==> src/rtl/sbm_pkg.sv <==
// Shared types and constants of the same-signal blob merge block.
// Depends on nothing.
package sbm_pkg;

    localparam int COORD_W = 16;
    localparam int ID_W    = 8;
    localparam int CNT_W   = 6;
    localparam int SUM_W   = 21;
    localparam int DIST_W  = 16;
    localparam int SQ_W    = 2 * COORD_W;

    typedef struct packed {
        logic [COORD_W-1:0] x;
        logic [COORD_W-1:0] y;
        logic [ID_W-1:0]    id;
    } t_point;

    typedef struct packed {
        logic load;
        logic seed_inc;
        logic seed_start;
        logic latch_sig;
        logic pop;
        logic take_cur;
        logic div_start;
        logic emit;
        logic flush;
    } t_cmd;

    typedef struct packed {
        logic seed_end;
        logic seed_merged;
        logic stack_empty;
        logic scan_done;
        logic div_done;
    } t_stat;

endpackage

==> src/rtl/sbm_ram.sv <==
// Generic single-write, single-read RAM with registered read data.
// Depends on nothing.
module sbm_ram #(
    parameter int WIDTH = 8,
    parameter int DEPTH = 32
) (
    input  logic                     i_clk,
    input  logic                     i_we,
    input  logic [$clog2(DEPTH)-1:0] i_waddr,
    input  logic [WIDTH-1:0]         i_wdata,
    input  logic [$clog2(DEPTH)-1:0] i_raddr,
    output logic [WIDTH-1:0]         o_rdata
);
    logic [WIDTH-1:0] r_mem [DEPTH];
    logic [WIDTH-1:0] r_rdata;

    always_ff @(posedge i_clk) begin
        if (i_we) begin
            r_mem[i_waddr] <= i_wdata;
        end
        r_rdata <= r_mem[i_raddr];
    end

    assign o_rdata = r_rdata;
endmodule

==> src/rtl/sbm_ctrl.sv <==
// Controller: sequences load, flood fill, division and result output.
// Depends on sbm_pkg.
module sbm_ctrl
    import sbm_pkg::*;
(
    input  logic  i_clk,
    input  logic  i_rst_n,
    input  logic  i_start,
    input  logic  i_last_point,
    input  t_stat i_stat,
    output t_cmd  o_cmd,
    output logic  o_busy
);
    typedef enum logic [8:0] {
        S_IDLE  = 9'b000000001,
        S_SEED  = 9'b000000010,
        S_SIG   = 9'b000000100,
        S_POP   = 9'b000001000,
        S_CUR   = 9'b000010000,
        S_SCAN  = 9'b000100000,
        S_DIV   = 9'b001000000,
        S_EMIT  = 9'b010000000,
        S_FLUSH = 9'b100000000
    } t_state;

    t_state r_state, n_state;

    always_comb begin
        n_state = r_state;
        o_cmd   = '0;
        unique case (r_state)
            S_IDLE: begin
                if (i_start) begin
                    o_cmd.load = 1'b1;
                    if (i_last_point) n_state = S_SEED;
                end
            end
            S_SEED: begin
                priority if (i_stat.seed_end) begin
                    n_state = S_FLUSH;
                end else if (i_stat.seed_merged) begin
                    o_cmd.seed_inc = 1'b1;
                end else begin
                    o_cmd.seed_start = 1'b1;
                    n_state = S_SIG;
                end
            end
            S_SIG: begin
                o_cmd.latch_sig = 1'b1;
                n_state = S_POP;
            end
            S_POP: begin
                if (i_stat.stack_empty) begin
                    o_cmd.div_start = 1'b1;
                    n_state = S_DIV;
                end else begin
                    o_cmd.pop = 1'b1;
                    n_state = S_CUR;
                end
            end
            S_CUR: begin
                o_cmd.take_cur = 1'b1;
                n_state = S_SCAN;
            end
            S_SCAN: begin
                if (i_stat.scan_done) n_state = S_POP;
            end
            S_DIV: begin
                if (i_stat.div_done) n_state = S_EMIT;
            end
            S_EMIT: begin
                o_cmd.emit     = 1'b1;
                o_cmd.seed_inc = 1'b1;
                n_state = S_SEED;
            end
            S_FLUSH: begin
                o_cmd.flush = 1'b1;
                n_state = S_IDLE;
            end
            default: n_state = S_IDLE;
        endcase
    end

    always_ff @(posedge i_clk) begin
        if (!i_rst_n) begin
            r_state <= S_IDLE;
        end else begin
            r_state <= n_state;
        end
    end

    assign o_busy = (r_state != S_IDLE);
endmodule

==> src/rtl/sbm_dp.sv <==
// Datapath: point store, merged flags, pending stack, distance pipe,
// centroid dividers and output registers. Depends on sbm_pkg, sbm_ram.
module sbm_dp
    import sbm_pkg::*;
#(
    parameter int MAX_POINTS = 32
) (
    input  logic               i_clk,
    input  logic               i_rst_n,
    input  t_cmd               i_cmd,
    input  logic               i_cfg_we,
    input  logic [DIST_W-1:0]  i_cfg_wdata,
    input  logic [COORD_W-1:0] i_point_x,
    input  logic [COORD_W-1:0] i_point_y,
    input  logic [ID_W-1:0]    i_signal_id,
    output t_stat              o_stat,
    output logic               o_strobe,
    output logic [COORD_W-1:0] o_centroid_x,
    output logic [COORD_W-1:0] o_centroid_y,
    output logic [ID_W-1:0]    o_cluster_signal,
    output logic [CNT_W-1:0]   o_member_count,
    output logic               o_dropped_points,
    output logic               o_last_cluster
);
    localparam int IW = (MAX_POINTS > 1) ? $clog2(MAX_POINTS) : 1;
    localparam int CW = $clog2(MAX_POINTS + 1);
    localparam int DCW = $clog2(SUM_W + 1);
    localparam int PW = $bits(t_point);

    // set bookkeeping
    logic [CW-1:0]     r_loaded, r_seed, r_depth, r_cand;
    logic              r_ovf;
    logic [ID_W-1:0]   r_sig;
    logic [MAX_POINTS-1:0] r_merged;
    logic [IW-1:0]     r_stack [MAX_POINTS];
    logic [COORD_W-1:0] r_cur_x, r_cur_y;
    logic [SUM_W-1:0]  r_sum_x, r_sum_y;
    logic [CNT_W-1:0]  r_cnt;
    logic [DIST_W-1:0] r_md;
    logic [SQ_W-1:0]   r_limit;

    // scan pipe
    logic              r_scan_on, r_vb, r_vc, r_idm;
    logic [IW-1:0]     r_cand_b, r_cand_c;
    logic [SQ_W-1:0]   r_dx2, r_dy2;

    // divider
    logic [DCW-1:0]    r_dcnt;
    logic [SUM_W-1:0]  r_qx, r_qy;
    logic [CNT_W-1:0]  r_rx, r_ry;

    // pending and output result
    logic               r_pv;
    logic [COORD_W-1:0] r_px, r_py;
    logic [ID_W-1:0]    r_psig;
    logic [CNT_W-1:0]   r_pcnt;
    logic               r_pdrop;
    logic               r_ov;
    logic [COORD_W-1:0] r_ox, r_oy;
    logic [ID_W-1:0]    r_osig;
    logic [CNT_W-1:0]   r_ocnt;
    logic               r_odrop, r_olast;

    t_point           w_wr, w_rd;
    logic [IW-1:0]    w_raddr, w_top;
    logic             w_can_load, w_join;
    logic [SQ_W:0]    w_d2;
    logic [COORD_W-1:0] w_dx, w_dy;
    logic [CNT_W:0]   w_tx, w_ty;

    assign w_can_load = (r_loaded < CW'(MAX_POINTS));
    assign w_wr       = '{x: i_point_x, y: i_point_y, id: i_signal_id};
    assign w_top      = r_stack[IW'(r_depth - 1'b1)];

    always_comb begin
        priority if (i_cmd.seed_start) w_raddr = r_seed[IW-1:0];
        else if (i_cmd.pop)            w_raddr = w_top;
        else                           w_raddr = r_cand[IW-1:0];
    end

    sbm_ram #(.WIDTH(PW), .DEPTH(MAX_POINTS)) u_store (
        .i_clk   (i_clk),
        .i_we    (i_cmd.load && w_can_load),
        .i_waddr (r_loaded[IW-1:0]),
        .i_wdata (w_wr),
        .i_raddr (w_raddr),
        .o_rdata (w_rd)
    );

    assign w_dx = (w_rd.x > r_cur_x) ? w_rd.x - r_cur_x : r_cur_x - w_rd.x;
    assign w_dy = (w_rd.y > r_cur_y) ? w_rd.y - r_cur_y : r_cur_y - w_rd.y;
    assign w_d2 = {1'b0, r_dx2} + {1'b0, r_dy2};
    assign w_join = r_vc && !r_merged[r_cand_c] && r_idm && (w_d2 < {1'b0, r_limit});

    // one restoring step per cycle
    assign w_tx = {r_rx, r_qx[SUM_W-1]};
    assign w_ty = {r_ry, r_qy[SUM_W-1]};

    always_ff @(posedge i_clk) begin
        if (!i_rst_n) begin
            r_loaded  <= '0;
            r_seed    <= '0;
            r_depth   <= '0;
            r_cand    <= '0;
            r_ovf     <= 1'b0;
            r_merged  <= '0;
            r_md      <= '0;
            r_scan_on <= 1'b0;
            r_vb      <= 1'b0;
            r_vc      <= 1'b0;
            r_dcnt    <= '0;
            r_pv      <= 1'b0;
            r_ov      <= 1'b0;
        end else begin
            if (i_cfg_we) r_md <= i_cfg_wdata;

            if (i_cmd.load) begin
                if (w_can_load) r_loaded <= r_loaded + 1'b1;
                else            r_ovf    <= 1'b1;
            end

            if (i_cmd.seed_inc) r_seed <= r_seed + 1'b1;

            if (i_cmd.seed_start) begin
                r_merged[r_seed[IW-1:0]] <= 1'b1;
                r_stack[0] <= r_seed[IW-1:0];
                r_depth    <= CW'(1);
                r_sum_x    <= '0;
                r_sum_y    <= '0;
                r_cnt      <= '0;
            end

            if (i_cmd.latch_sig) r_sig <= w_rd.id;
            if (i_cmd.pop) r_depth <= r_depth - 1'b1;

            if (i_cmd.take_cur) begin
                r_cur_x   <= w_rd.x;
                r_cur_y   <= w_rd.y;
                r_sum_x   <= r_sum_x + SUM_W'(w_rd.x);
                r_sum_y   <= r_sum_y + SUM_W'(w_rd.y);
                r_cnt     <= r_cnt + 1'b1;
                r_cand    <= '0;
                r_scan_on <= 1'b1;
            end

            // stage A: issue candidate read
            r_vb <= r_scan_on;
            if (r_scan_on) begin
                r_cand_b  <= r_cand[IW-1:0];
                r_cand    <= r_cand + 1'b1;
                r_scan_on <= (r_cand + 1'b1 < r_loaded);
            end
            // stage B: squares and id match
            r_vc     <= r_vb;
            r_cand_c <= r_cand_b;
            r_dx2    <= w_dx * w_dx;
            r_dy2    <= w_dy * w_dy;
            r_idm    <= (w_rd.id == r_sig);
            // stage C: join and push
            if (w_join) begin
                r_merged[r_cand_c] <= 1'b1;
                if (r_depth < CW'(MAX_POINTS)) begin
                    r_stack[r_depth[IW-1:0]] <= r_cand_c;
                    r_depth <= r_depth + 1'b1;
                end
            end

            if (i_cmd.div_start) begin
                r_qx   <= r_sum_x + SUM_W'(r_cnt >> 1);
                r_qy   <= r_sum_y + SUM_W'(r_cnt >> 1);
                r_rx   <= '0;
                r_ry   <= '0;
                r_dcnt <= DCW'(SUM_W);
            end else if (r_dcnt != '0) begin
                r_dcnt <= r_dcnt - 1'b1;
                if (w_tx >= {1'b0, r_cnt}) begin
                    r_rx <= CNT_W'(w_tx - {1'b0, r_cnt});
                    r_qx <= {r_qx[SUM_W-2:0], 1'b1};
                end else begin
                    r_rx <= w_tx[CNT_W-1:0];
                    r_qx <= {r_qx[SUM_W-2:0], 1'b0};
                end
                if (w_ty >= {1'b0, r_cnt}) begin
                    r_ry <= CNT_W'(w_ty - {1'b0, r_cnt});
                    r_qy <= {r_qy[SUM_W-2:0], 1'b1};
                end else begin
                    r_ry <= w_ty[CNT_W-1:0];
                    r_qy <= {r_qy[SUM_W-2:0], 1'b0};
                end
            end

            // one result is held back so the final one can be marked
            r_ov <= 1'b0;
            if (i_cmd.emit) begin
                r_ov    <= r_pv;
                r_ox    <= r_px;
                r_oy    <= r_py;
                r_osig  <= r_psig;
                r_ocnt  <= r_pcnt;
                r_odrop <= r_pdrop;
                r_olast <= 1'b0;
                r_pv    <= 1'b1;
                r_px    <= r_qx[COORD_W-1:0];
                r_py    <= r_qy[COORD_W-1:0];
                r_psig  <= r_sig;
                r_pcnt  <= r_cnt;
                r_pdrop <= r_ovf;
            end
            if (i_cmd.flush) begin
                r_ov     <= r_pv;
                r_ox     <= r_px;
                r_oy     <= r_py;
                r_osig   <= r_psig;
                r_ocnt   <= r_pcnt;
                r_odrop  <= r_pdrop;
                r_olast  <= 1'b1;
                r_pv     <= 1'b0;
                r_loaded <= '0;
                r_seed   <= '0;
                r_ovf    <= 1'b0;
                r_merged <= '0;
            end
        end
    end

    always_ff @(posedge i_clk) begin
        r_limit <= r_md * r_md;
    end

    assign o_stat.seed_end    = (r_seed >= r_loaded);
    assign o_stat.seed_merged = (r_seed < r_loaded) ? r_merged[r_seed[IW-1:0]] : 1'b0;
    assign o_stat.stack_empty = (r_depth == '0);
    assign o_stat.scan_done   = !r_scan_on && !r_vb && !r_vc;
    assign o_stat.div_done    = (r_dcnt == '0);

    assign o_strobe         = r_ov;
    assign o_centroid_x     = r_ox;
    assign o_centroid_y     = r_oy;
    assign o_cluster_signal = r_osig;
    assign o_member_count   = r_ocnt;
    assign o_dropped_points = r_odrop;
    assign o_last_cluster   = r_olast;
endmodule

==> src/rtl/same_signal_blob_merge_core.sv <==
// Input: a point is taken while start is high in idle; the closing point starts clustering.
// Clustering: each popped point scans the loaded points, one candidate per cycle
// through the single store read port; each component then runs a 21-step divider.
// Already merged seeds are skipped, and a flush closes the set.
// Results leave one component late; the final one follows the set's last seed.
// Reset: synchronous active low; clears the register, set state and output strobe.
module same_signal_blob_merge_core
    import sbm_pkg::*;
#(
    parameter int MAX_POINTS = 32
) (
    input  logic               i_clk,
    input  logic               i_rst_n,
    input  logic               start,
    output logic               busy,
    input  logic               i_cfg_we,
    input  logic [DIST_W-1:0]  i_cfg_wdata,
    input  logic [COORD_W-1:0] i_point_x,
    input  logic [COORD_W-1:0] i_point_y,
    input  logic [ID_W-1:0]    i_signal_id,
    input  logic               i_last_point,
    output logic               o_strobe,
    output logic [COORD_W-1:0] o_centroid_x,
    output logic [COORD_W-1:0] o_centroid_y,
    output logic [ID_W-1:0]    o_cluster_signal,
    output logic [CNT_W-1:0]   o_member_count,
    output logic               o_dropped_points,
    output logic               o_last_cluster
);
    t_cmd  w_cmd;
    t_stat w_stat;

    sbm_ctrl u_ctrl (
        .i_clk        (i_clk),
        .i_rst_n      (i_rst_n),
        .i_start      (start),
        .i_last_point (i_last_point),
        .i_stat       (w_stat),
        .o_cmd        (w_cmd),
        .o_busy       (busy)
    );

    sbm_dp #(.MAX_POINTS(MAX_POINTS)) u_dp (
        .i_clk            (i_clk),
        .i_rst_n          (i_rst_n),
        .i_cmd            (w_cmd),
        .i_cfg_we         (i_cfg_we),
        .i_cfg_wdata      (i_cfg_wdata),
        .i_point_x        (i_point_x),
        .i_point_y        (i_point_y),
        .i_signal_id      (i_signal_id),
        .o_stat           (w_stat),
        .o_strobe         (o_strobe),
        .o_centroid_x     (o_centroid_x),
        .o_centroid_y     (o_centroid_y),
        .o_cluster_signal (o_cluster_signal),
        .o_member_count   (o_member_count),
        .o_dropped_points (o_dropped_points),
        .o_last_cluster   (o_last_cluster)
    );
endmodule

==> config.mk <==
export PLATFORM = sky130hd
export DESIGN_NAME = same_signal_blob_merge_core
export DESIGN_NICKNAME = d
export VERILOG_FILES = /design/src/rtl/sbm_pkg.sv /design/src/rtl/sbm_ram.sv /design/src/rtl/sbm_ctrl.sv /design/src/rtl/sbm_dp.sv /design/src/rtl/same_signal_blob_merge_core.sv
export SDC_FILE = /design/constraint.sdc
export NUM_CORES = 2
export LEC_CHECK = 0
export BUFFER_PORTS_ARGS = -buffer_cell sky130_fd_sc_hd__buf_2
export CORE_ASPECT_RATIO = 1.2
export CORE_MARGIN = 10
export CORE_UTILIZATION = 51
export DETAILED_ROUTE_END_ITERATION = 8
export PLACE_DENSITY = 0.69
export SLEW_MARGIN = 20
export SYNTH_ARGS = -nofsm -noshare
export SYNTH_HDL_FRONTEND = slang
export SYNTH_SLANG_ARGS = --single-unit
==> constraint.sdc <==
create_clock -name i_clk -period 9.1 [get_ports i_clk]
set_clock_uncertainty 0.2 [all_clocks]
set_input_delay 0.455 -clock i_clk [delete_from_list [all_inputs] [get_ports i_clk]]
set_output_delay 0.455 -clock i_clk [all_outputs]
set_load 0.1 [all_outputs]
==> out/results.ini <==
[synthesis]
synth_cell_types = 85
synth_top_family_by_area = adder cells
synthFlopType = edfxtp_1
yosysWarnings = 0
synthMuxAreaShare_pct = 2.07
yosys.area_share.adder_pct = 15.9
netlist_instances = 8800
seq_area_frac_synth_pct = 54.7
yosys-top-cells-area = edfxtp_1, fa_1, ha_1, nand2_1, dfxtp_1
synth_top_area_share_pct = 51.5
synth-xor-area-share_pct = 2.16
synth-simple-area-share_pct = 14.1
synth_area_um2 = 102000
synth_top_cell_by_area = edfxtp_1
async_reset_ff_share_pct = 0
avgSynthCellArea_um2 = 11.6
syn-num-nets = 9861
synth-edff-count = 1750
synth_most_common_cell = edfxtp_1
synth_commonest_cells = edfxtp_1, nand2_1, inv_1
synth_compound_area_share_pct = 6.14
synth-seq-cells = 1913

[placed_design]
detailed_place_hpwl_um = 162000
placed_cells = 11400
place_congestion = 0.887
portBuffers = 110

[sta]
setup_violations = 0
fin_hold_ws_ns = 0.217
slew_violations = 0
post-route-min-period_ns = 8.87
slew_headroom_pct = 28.3
fmax_ghz = 0.113
rsz0062_at_grt = yes
worst_slew_pin_slew_ns = 1.07
fin_tns_setup_ns = 0
hold_viol_final = 0
period_share_pct = 97.5

[detailed_routing]
vias = 68300
drt_iter0_drc = 5849
drtPass1Iterations = 6
via_per_inst = 5.73
wl_per_cell_um = 22.0
finalWirelength_um = 262000
drc = 0
postRouteAntennaNets = 0

[cts]
htree_levels = 4
clkTransAtPathRegs_ns = 0.07
cts_tree = built
cts_buffers = 187
root_buffer = clkbuf_16
clk_latency_ns = 0.87
cts_max_path_buffers = 3
clock-sinks = 1913

[layout]
n_fill_cell = 15900
area_delta_synth_final_pct = 12.6
drive_above_1_share_pct = 11.3
final_cells = 11900
nNetsFinal = 10200

[critical_path]
critPathTopFamily = adder cells
crit_fanout = 4
cpPeakStageDelay_ns = 0.56
cp_num_buf_inv = 11
crit_path_frequent_cell = fa_1
critPathLaunchType = register
crit_start = u_dp.r_cur_x[0]
cp-end-kind = register
slowest_stage = fa_1
r2r-start = u_dp.r_cur_x[0]
critPathKind = reg2reg
worstPathArrival_ns = 9.28
required_ns = 9.51

[floorplanning]
rows = 179
start_util_pct = 51.4
core_um2 = 199000
die_h_um = 510
design.die.area_um2 = 219000
die_w_um = 428
num_io_pins = 111

[min_path]
hold_class = reg2reg
worstHoldStart = u_dp.r_psig[5]

[global_routing]
top_usage_layer = met2
grt_use_met1_pct = 29.0
antenna_found_initial = 26
use_met2_pct = 41.6
use_met3_pct = 3.36
grt_pass1_wl_um = 401000
grt_max_degree = 154
gr-usage-all-layers_pct = 23.5
grt_pass1_vias = 69100
overflow = 0

[flow_run]
cap_violations = 0

[status]
outcome = finished clean

cells by family (layout without fill, tap and decap cells):
logic type	count (synthesis)	after routing
adders and majority gates	1000	1000
muxes	130	130
AOI/OAI and AO/OA	1053	1053
buffers and inverters	1257	1742
other	0	7
and+or+nand+nor	3197	3197
DFF	1913	1913
xor gates and xnor gates	250	250
metal layers:
metal	vias up	routed length (um)	part of all wire, %
met5	-	107	0.041
met1	34000	101000	38
li1	31100	-	-
met4	18	11000	4.2
met2	2519	133000	51
met3	654	17100	6.5
worst register-to-register path: cells and delay by family, from the launching register on:
| kind | cells | cell delay [ns] |
|---|---|---|
| fa+ha+maj | 9 | 3.79 |
| compound gates | 12 | 2.31 |
| buf+inv | 11 | 0.92 |
| simple gates | 6 | 0.49 |
| flops | 1 | 0.35 |
| mux | 1 | 0.30 |
| xor+xnor | 2 | 0.25 |
sequential cells by signal, summed over array words and instances, names as in the netlist, 31 cells and up:
register and cells:
u_dp.r_limit 31, u_dp.u_store.o_rdata 40, u_dp.r_dy2 31, u_dp.r_merged 32
u_dp.r_stack 160, u_dp.u_store.r_mem 1280, u_dp.r_dx2 31
layout by cell type, fill, tap and decap left out, types with 23 or more instances in the layout:
cell type | Yosys | routed
a211oi_1 | 26 | 23
a21o_1 | 107 | 105
a21oi_1 | 450 | 442
a31oi_1 | 121 | 119
and2_1 | 71 | 70
and3_1 | 96 | 96
buf_2 | 153 | 109
buf_4 | 25 | 316
clkbuf_1 | 188 | 38
clkbuf_16 | 0 | 191
clkinv_1 | 9 | 41
clkinv_2 | 0 | 36
dfxtp_1 | 163 | 162
dlygate4sd3_1 | 0 | 75
edfxtp_1 | 1750 | 1750
fa_1 | 498 | 490
ha_1 | 502 | 488
inv_1 | 854 | 841
mux2i_1 | 44 | 39
mux4_2 | 62 | 62
nand2_1 | 1611 | 1595
nand2b_1 | 44 | 42
nand3_1 | 557 | 556
nand4_1 | 42 | 42
nor2_1 | 471 | 426
nor2_4 | 0 | 39
nor2b_1 | 46 | 43
nor3_1 | 70 | 68
nor4_2 | 40 | 40
o21ai_0 | 140 | 130
o21bai_1 | 31 | 31
o22ai_1 | 82 | 82
or3_1 | 32 | 31
or4_1 | 40 | 40
xnor2_1 | 165 | 156
xor2_1 | 84 | 82
what timing repair did:
item | CTS | global route
pin swaps | 6 | 83
gates cloned | 0 | 1
buffers inserted | 8 | 31
hold buffers | 75 | 0
resized for setup | 14 | 134
endpoints found under the hold margin | 1312 | 0
endpoints found under the setup margin | 12 | 23
metrics by stage:
stage | util, % | cell area, um^2 | setup slack, ns
final | 57.8 | 115000 | 0.228
after global routing | 57.8 | 115000 | -0.0483
after CTS | 57.4 | 114000 | 0.00264
after detailed placement | 53.8 | 107000 | -0.286
after global placement | 53.8 | 107000 | -0.165
after floorplan | - | 102000 | 0.0160
area by class of cell:
class / count / area (um^2) / share of cell area [%]
clock inverter: 116 / 1240 / 1.08
tap: 2624 / 3280 / 2.86
antenna: 7 / 17.5 / 0.0152
sequential: 1913 / 55800 / 48.6
timing repair buffer: 529 / 4150 / 3.61
multi-input combinational: 5630 / 42200 / 36.7
inverter: 865 / 3250 / 2.83
clock buffer: 232 / 4950 / 4.31
worst paths after layout:
check | to | slack, ns | cells past startpoint
setup / recovery | u_dp.r_dx2[31] | 0.23 | 41
hold / removal | u_dp.o_cluster_signal[5] | 0.22 | 0
setup reg to reg | u_dp.r_dx2[31] | 0.23 | 41
hold reg to reg | u_dp.o_cluster_signal[5] | 0.22 | 0
Power is left out: the tool's default activity adds up to more than one toggle a clock period on the data nets, which glitch-free logic cannot reach.
